===== src/rtl/sbpp_pkg.sv =====
// ----------------------------------------------------------------------------
// sbpp_pkg: shared types, constants and fixed-point helpers
// Formats, record layouts and rounding/saturation functions used by the
// shearing-box particle push datapath, its response queue and its top level.
// ----------------------------------------------------------------------------
`default_nettype none

package sbpp_pkg;

   localparam int VALUE_WIDTH = 32;
   localparam int COEF_WIDTH = 32;
   localparam int FRAC_BITS = 24;
   localparam int INDEX_WIDTH = 10;
   localparam int MAX_PARTICLES = 1024;
   localparam int ADDR_WIDTH = (MAX_PARTICLES > 1) ? $clog2(MAX_PARTICLES) : 1;
   localparam int PROD_WIDTH = VALUE_WIDTH + COEF_WIDTH;
   localparam int SUM_WIDTH = PROD_WIDTH + 3;

   localparam int CSR_INDEX_WIDTH = 4;
   localparam int CSR_DATA_WIDTH = 32;
   localparam int MODE_WIDTH = 3;
   localparam int MODE_BIT_SBOX = 0;
   localparam int MODE_BIT_3D = 1;
   localparam int MODE_BIT_STRAT = 2;

   localparam int FIFO_DEPTH = 16;
   localparam int FIFO_PTR_WIDTH = $clog2(FIFO_DEPTH);
   localparam int CREDIT_WIDTH = $clog2(FIFO_DEPTH + 1);
   localparam int SETTLE_WIDTH = 2;
   localparam int SETTLE_CYCLES = 2;

   localparam int LANES = 6;
   localparam int TERMS = 4;
   localparam int LANE_POS_X = 0;
   localparam int LANE_POS_Y = 1;
   localparam int LANE_POS_Z = 2;
   localparam int LANE_VEL_X = 3;
   localparam int LANE_VEL_Y = 4;
   localparam int LANE_VEL_Z = 5;
   localparam int TERM_CURRENT = 0;
   localparam int TERM_SAVED = 1;
   localparam int TERM_STEP = 2;
   localparam int TERM_HISTORY = 3;

   typedef logic signed [VALUE_WIDTH-1:0] value_type;
   typedef logic signed [COEF_WIDTH-1:0] coef_type;
   typedef logic signed [PROD_WIDTH-1:0] prod_type;
   typedef logic signed [SUM_WIDTH-1:0] wide_type;
   typedef logic [INDEX_WIDTH-1:0] index_type;

   localparam coef_type COEF_CURRENT_RESET = coef_type'(2 ** FRAC_BITS);
   localparam coef_type SHEAR_PARAM_RESET = coef_type'(3 * (2 ** (FRAC_BITS - 1)));
   localparam logic [MODE_WIDTH-1:0] MODE_RESET = MODE_WIDTH'(1 << MODE_BIT_3D);
   localparam logic signed [COEF_WIDTH:0] TWO_FIXED = (COEF_WIDTH + 1)'(2 * (2 ** FRAC_BITS));
   localparam wide_type ROUND_HALF = wide_type'(2 ** (FRAC_BITS - 1));

   typedef enum logic [CSR_INDEX_WIDTH-1:0] {
      REG_COEF_CURRENT = 4'd0,
      REG_COEF_SAVED = 4'd1,
      REG_STEP_COEF = 4'd2,
      REG_HISTORY_COEF = 4'd3,
      REG_ROTATION_RATE = 4'd4,
      REG_SHEAR_PARAM = 4'd5,
      REG_MODE_FLAGS = 4'd6,
      REG_CAPTURE = 4'd7
   } csr_reg_type;

   typedef struct packed {
      index_type index;
      value_type pos_x;
      value_type pos_y;
      value_type pos_z;
      value_type vel_x;
      value_type vel_y;
      value_type vel_z;
      value_type drag_x;
      value_type drag_y;
      value_type drag_z;
   } item_type;

   typedef struct packed {
      value_type pos_x;
      value_type pos_y;
      value_type pos_z;
      value_type vel_x;
      value_type vel_y;
      value_type vel_z;
   } saved_type;

   typedef struct packed {
      index_type index;
      value_type pos_x;
      value_type pos_y;
      value_type pos_z;
      value_type vel_x;
      value_type vel_y;
      value_type vel_z;
   } result_type;

   typedef struct packed {
      coef_type cur;
      coef_type saved;
      coef_type step;
      coef_type hist;
      coef_type cor;
      coef_type shr;
      coef_type grav;
      coef_type drift;
      logic sbox;
      logic three_d;
      logic strat;
   } ctrl_type;

   // Round half up of a Q.24 fraction, keeping the wide format.
   function automatic wide_type round_frac(input wide_type v);
      return (v + ROUND_HALF) >>> FRAC_BITS;
   endfunction

   function automatic value_type sat_value(input wide_type v);
      value_type r;
      logic fits;
      fits = (v[SUM_WIDTH-1:VALUE_WIDTH-1] == {(SUM_WIDTH - VALUE_WIDTH + 1){v[SUM_WIDTH-1]}});
      if (fits) begin
         r = v[VALUE_WIDTH-1:0];
      end else if (v[SUM_WIDTH-1]) begin
         r = {1'b1, {(VALUE_WIDTH - 1){1'b0}}};
      end else begin
         r = {1'b0, {(VALUE_WIDTH - 1){1'b1}}};
      end
      return r;
   endfunction

   function automatic coef_type sat_coef(input wide_type v);
      coef_type r;
      logic fits;
      fits = (v[SUM_WIDTH-1:COEF_WIDTH-1] == {(SUM_WIDTH - COEF_WIDTH + 1){v[SUM_WIDTH-1]}});
      if (fits) begin
         r = v[COEF_WIDTH-1:0];
      end else if (v[SUM_WIDTH-1]) begin
         r = {1'b1, {(COEF_WIDTH - 1){1'b0}}};
      end else begin
         r = {1'b0, {(COEF_WIDTH - 1){1'b1}}};
      end
      return r;
   endfunction

endpackage

`default_nettype wire


===== src/rtl/sbpp_rsp_fifo.sv =====
// ----------------------------------------------------------------------------
// sbpp_rsp_fifo: response queue
// Holds finished results until the response channel takes them, so the
// pipeline never stops while the output side stalls.
// ----------------------------------------------------------------------------
`default_nettype none

module sbpp_rsp_fifo (
   input  logic                  clock,
   input  logic                  reset,
   input  logic                  push,
   input  sbpp_pkg::result_type  push_data,
   input  logic                  pop,
   output logic                  out_valid,
   output sbpp_pkg::result_type  out_data
);
   import sbpp_pkg::*;

   result_type                 entries_ff [FIFO_DEPTH];
   logic [FIFO_PTR_WIDTH-1:0]  wr_ptr_ff;
   logic [FIFO_PTR_WIDTH-1:0]  rd_ptr_ff;
   logic [CREDIT_WIDTH-1:0]    count_ff;
   logic                       do_pop;

   assign out_valid = (count_ff != '0);
   assign out_data = entries_ff[rd_ptr_ff];
   assign do_pop = pop && out_valid;

   always_ff @(posedge clock) begin
      if (push) begin
         entries_ff[wr_ptr_ff] <= push_data;
      end
   end

   always_ff @(posedge clock) begin
      if (reset) begin
         wr_ptr_ff <= '0;
         rd_ptr_ff <= '0;
         count_ff <= '0;
      end else begin
         if (push) begin
            wr_ptr_ff <= wr_ptr_ff + 1'b1;
         end
         if (do_pop) begin
            rd_ptr_ff <= rd_ptr_ff + 1'b1;
         end
         if (push && !do_pop) begin
            count_ff <= count_ff + 1'b1;
         end else if (!push && do_pop) begin
            count_ff <= count_ff - 1'b1;
         end
      end
   end

endmodule

`default_nettype wire


===== config.mk =====
export PLATFORM = sky130hd
export DESIGN_NAME = sbpp_rsp_fifo
export DESIGN_NICKNAME = d
export VERILOG_FILES = /design/src/rtl/sbpp_pkg.sv /design/src/rtl/sbpp_rsp_fifo.sv
export SDC_FILE = /design/constraint.sdc
export NUM_CORES = 2
export LEC_CHECK = 0
export CORE_MARGIN = 2
export CORE_UTILIZATION = 30
export DETAILED_ROUTE_END_ITERATION = 16
export DONT_BUFFER_PORTS = 1
export GPL_TIMING_DRIVEN = 0
export HOLD_SLACK_MARGIN = 0.08
export SYNTH_ARGS = -nofsm -noshare
export SYNTH_HDL_FRONTEND = slang
export SYNTH_SLANG_ARGS = --single-unit
export TNS_END_PERCENT = 10

===== constraint.sdc =====
create_clock -name clock -period 7 [get_ports clock]
set_input_delay 1.05 -clock clock [delete_from_list [all_inputs] [get_ports clock]]
set_output_delay 1.05 -clock clock [all_outputs]
set_load 0.005 [all_outputs]

==> impl_metrics.toml <==
[logic_synthesis]
synth.largest_area_cell = "edfxtp_1"
synth-seq-area-share = 0.804
netlist_area_um2 = 121000
synthCells = 5035
synth-seq-cells = 3249
syn_avg_cell_area_um2 = 24.1
yosys_warnings = 0
synth_edf_count = 3232
synth_ff_type = "edfxtp_1"
synth_cell_types = 38
ys_top_cells_by_area = "edfxtp_1 80%, mux4_2 15%, a22oi_1 1.8%"
synth.net_count = 5251
ys_async_sr_fraction = 0
synth_top_area_frac = 0.801

[clock_tree]
clk_pin_slew_ns = 0.07
cts_inserted_buffers = 335
cts_tree = "yes"
post_cts_resized = 0
root_buffer = "clkbuf_16"
cts_max_level = 5
worst_skew_pair.late_latency_ns = 0.92
cts.sink_count = 3249
ctsHoldBuffers = 0
clk_path_buf_depth = 4
cts_setup_buffers = 0

[power]
leakagePower_nw = 42.5
power.density_nw_per_um2 = 342
peakVddDrop_v = 0.000231

[global_routing]
grt_pass1_vias = 58000
grt_pass1_wl_mm = 468
overflow = 0
grtUsageTotal = 0.164
grt_max_degree = 45
antenna_found_initial = 21

[sta]
final-hold-violation-count = 0
fin_setup_tns_ns = 0
finalSetupViolations = 0
period_share = 0.848
finClkSkew_ns = 0.0442
worst_slew_pin_slew_ns = 1.41
fin_crit_ns = 5.94
clock.fmax_mhz = 168
finalMaxSlewViolations = 0
maxSlewHeadroom = 0.0568
rsz0062_at_grt = "no"

[place]
portBuffers = 0
routabilityCongestion = 0.713
dp_hpwl_mm = 215
placed_cell_area_um2 = 130000

[route]
num_vias = 55800
drc_errors = 0
drt_iter0_drc = 6370
routed_wl_mm = 343
dr.pass1.iters = 5
viasPerCell = 5.01
wl_per_cell_um = 30.8
ant_nets = 0

[floorplan]
core_um2 = 403000
initial_utilization = 0.301
die_area_um2 = 409000
boundaryPins = 409
die_w_um = 640
rows = 233
die-height_um = 640

[finish]
drive_above_1_share = 0.262
fill_cells = 36600
fin_nets = 5674
final_area_um2 = 141000
syn_to_final_growth_pct = 16.5

[critical_path]
cp.arrival_ns = 4.89
start_kind = "flop"
path_class = "flop to output pin"
cp_max_fo = 13
critPathMostFrequentCell = "clkbuf_1"
crit_chain = "nor2b_1, clkbuf_1, buf_2, clkbuf_1, a22oi_1, nand2_1"
cp_slowest_cell = "clkbuf_1"
required_ns = 5.95
critPathMaxStageDelay_ns = 0.99
end_kind = "output pin"

[job]
drv_cap = 0

[hold_path]
hold_path.class = "primary input to flop"

[outcome]
status = "finished, final reports clean"
## metrics by stage
step / total power [mW] / setup slack, ns / std cells / hold slack (ns) / utilization
after global routing: 50.1 / 0.914 / 11100 / 0.134 / 0.350
after floorplan: 28.2 / 0.185 / 5035 / 0.482 / -
final: 48.3 / 1.06 / 11100 / 0.200 / 0.351
after global placement: 31.4 / -6.82 / 10400 / 0.514 / 0.318
after CTS: 49.0 / 0.827 / 11100 / 0.111 / 0.350
after detailed placement: 31.5 / 1.87 / 10500 / 0.534 / 0.324
## worst max-delay path: cells and delay by family, from the launching register on
family                 cells  cell delay, ns
DFF                        1            0.54
AOI/OAI and AO/OA          1            0.24
and+or+nand+nor            2            0.53
buffers and inverters      3            2.59
## metal layers
layer | up-vias | part of all wire | track usage
met1 | 30500 | 0.39 | 0.204
met5 | - | 0.000076 | 0
met4 | 4 | 0.024 | 0.0404
met2 | 2167 | 0.51 | 0.285
li1 | 22700 | - | -
met3 | 412 | 0.083 | 0.0440
## cells in the final DEF (no fill, tap or decap), types with 5 or more instances in the layout
master / synthesis / final
o22ai_1: 108 / 108
clkinv_16: 0 / 8
inv_6: 0 / 10
clkinvlp_4: 0 / 14
nor2_1: 73 / 72
clkbuf_1: 102 / 172
inv_16: 0 / 6
clkinv_1: 0 / 65
and2_4: 0 / 16
buf_16: 0 / 80
buf_12: 0 / 5
bufinv_16: 0 / 29
buf_2: 100 / 100
ha_1: 9 / 9
a22oi_1: 296 / 296
clkinv_8: 0 / 5
nand2_1: 153 / 153
edfxtp_1: 3232 / 3232
diode_2: 0 / 12
dfxtp_1: 17 / 17
buf_6: 15 / 15
mux4_2: 808 / 808
xor2_1: 6 / 6
clkbuf_16: 0 / 338
nor2b_1: 5 / 5
buf_1: 53 / 53
clkinv_2: 0 / 45
## worst paths after layout
check	from	endpoint	slack, ns	cells past startpoint
worst max-delay path	flop	out_data[189]	1.06	6
worst min register to register	rd_ptr_ff[2]$_SDFFE_PP0P_	flop	0.55	2
worst max register to register	wr_ptr_ff[2]$_SDFFE_PP0P_	entries_ff[0][154]$_DFFE_PP_	3.98	5
worst min-delay path	push_data[30]	entries_ff[14][30]$_DFFE_PP_	0.20	0
## final cells by class
class	count	area (um2)	share of cell area
Clock inverter	190	2050	0.0145
Clock buffer	412	8740	0.0619
Inverter	3	11.3	0.0000798
Tap cell	5405	6760	0.0479
Buffer	274	1290	0.00911
Timing Repair Buffer	86	2320	0.0164
Multi-Input combinational cell	1509	22500	0.160
Antenna cell	12	30.0	0.000213
Sequential cell	3249	97400	0.690
## cell families (layout without fill, tap and decap cells)
group | after synthesis | after routing | share of synthesized area
other | 0 | 12 | 0
adder cells (fa/ha/maj) | 10 | 10 | 0.00109
buffers and inverters | 277 | 965 | 0.0107
flip-flops | 3249 | 3249 | 0.804
AO/OA/AOI/OAI | 413 | 413 | 0.0244
AND/OR/NAND/NOR | 266 | 266 | 0.00913
multiplexers | 812 | 812 | 0.151
XOR/XNOR | 8 | 8 | 0.000578
## flip-flops by register name, indices dropped and copies added (netlist names), named ones only
| register | flops |
|---|---|
| count_ff | 5 |
| wr_ptr_ff | 4 |
| entries_ff | 3232 |
| rd_ptr_ff | 4 |
## where the power goes
group	internal [mW]	total, mW	switching [mW]	leakage [nW]
logic	3.86	8.96	5.10	7.95
clock network	10.0	17.6	7.60	5.21
registers	21.7	21.7	0.0660	29.3
total	35.6	48.3	12.8	42.5
## cell usage after synthesis, drive strengths merged (3+ instances only)
cell,n
edfxtp,3232
nand2,153
or2,3
o22ai,108
a22oi,296
ha,9
buf,172
dfxtp,17
mux4,808
inv,3
mux2i,3
and2,18
a21oi,3
nor2b,5
nand2b,4
xor2,6
clkbuf,102
nor2,73
Power figures use the tool's default switching activity.
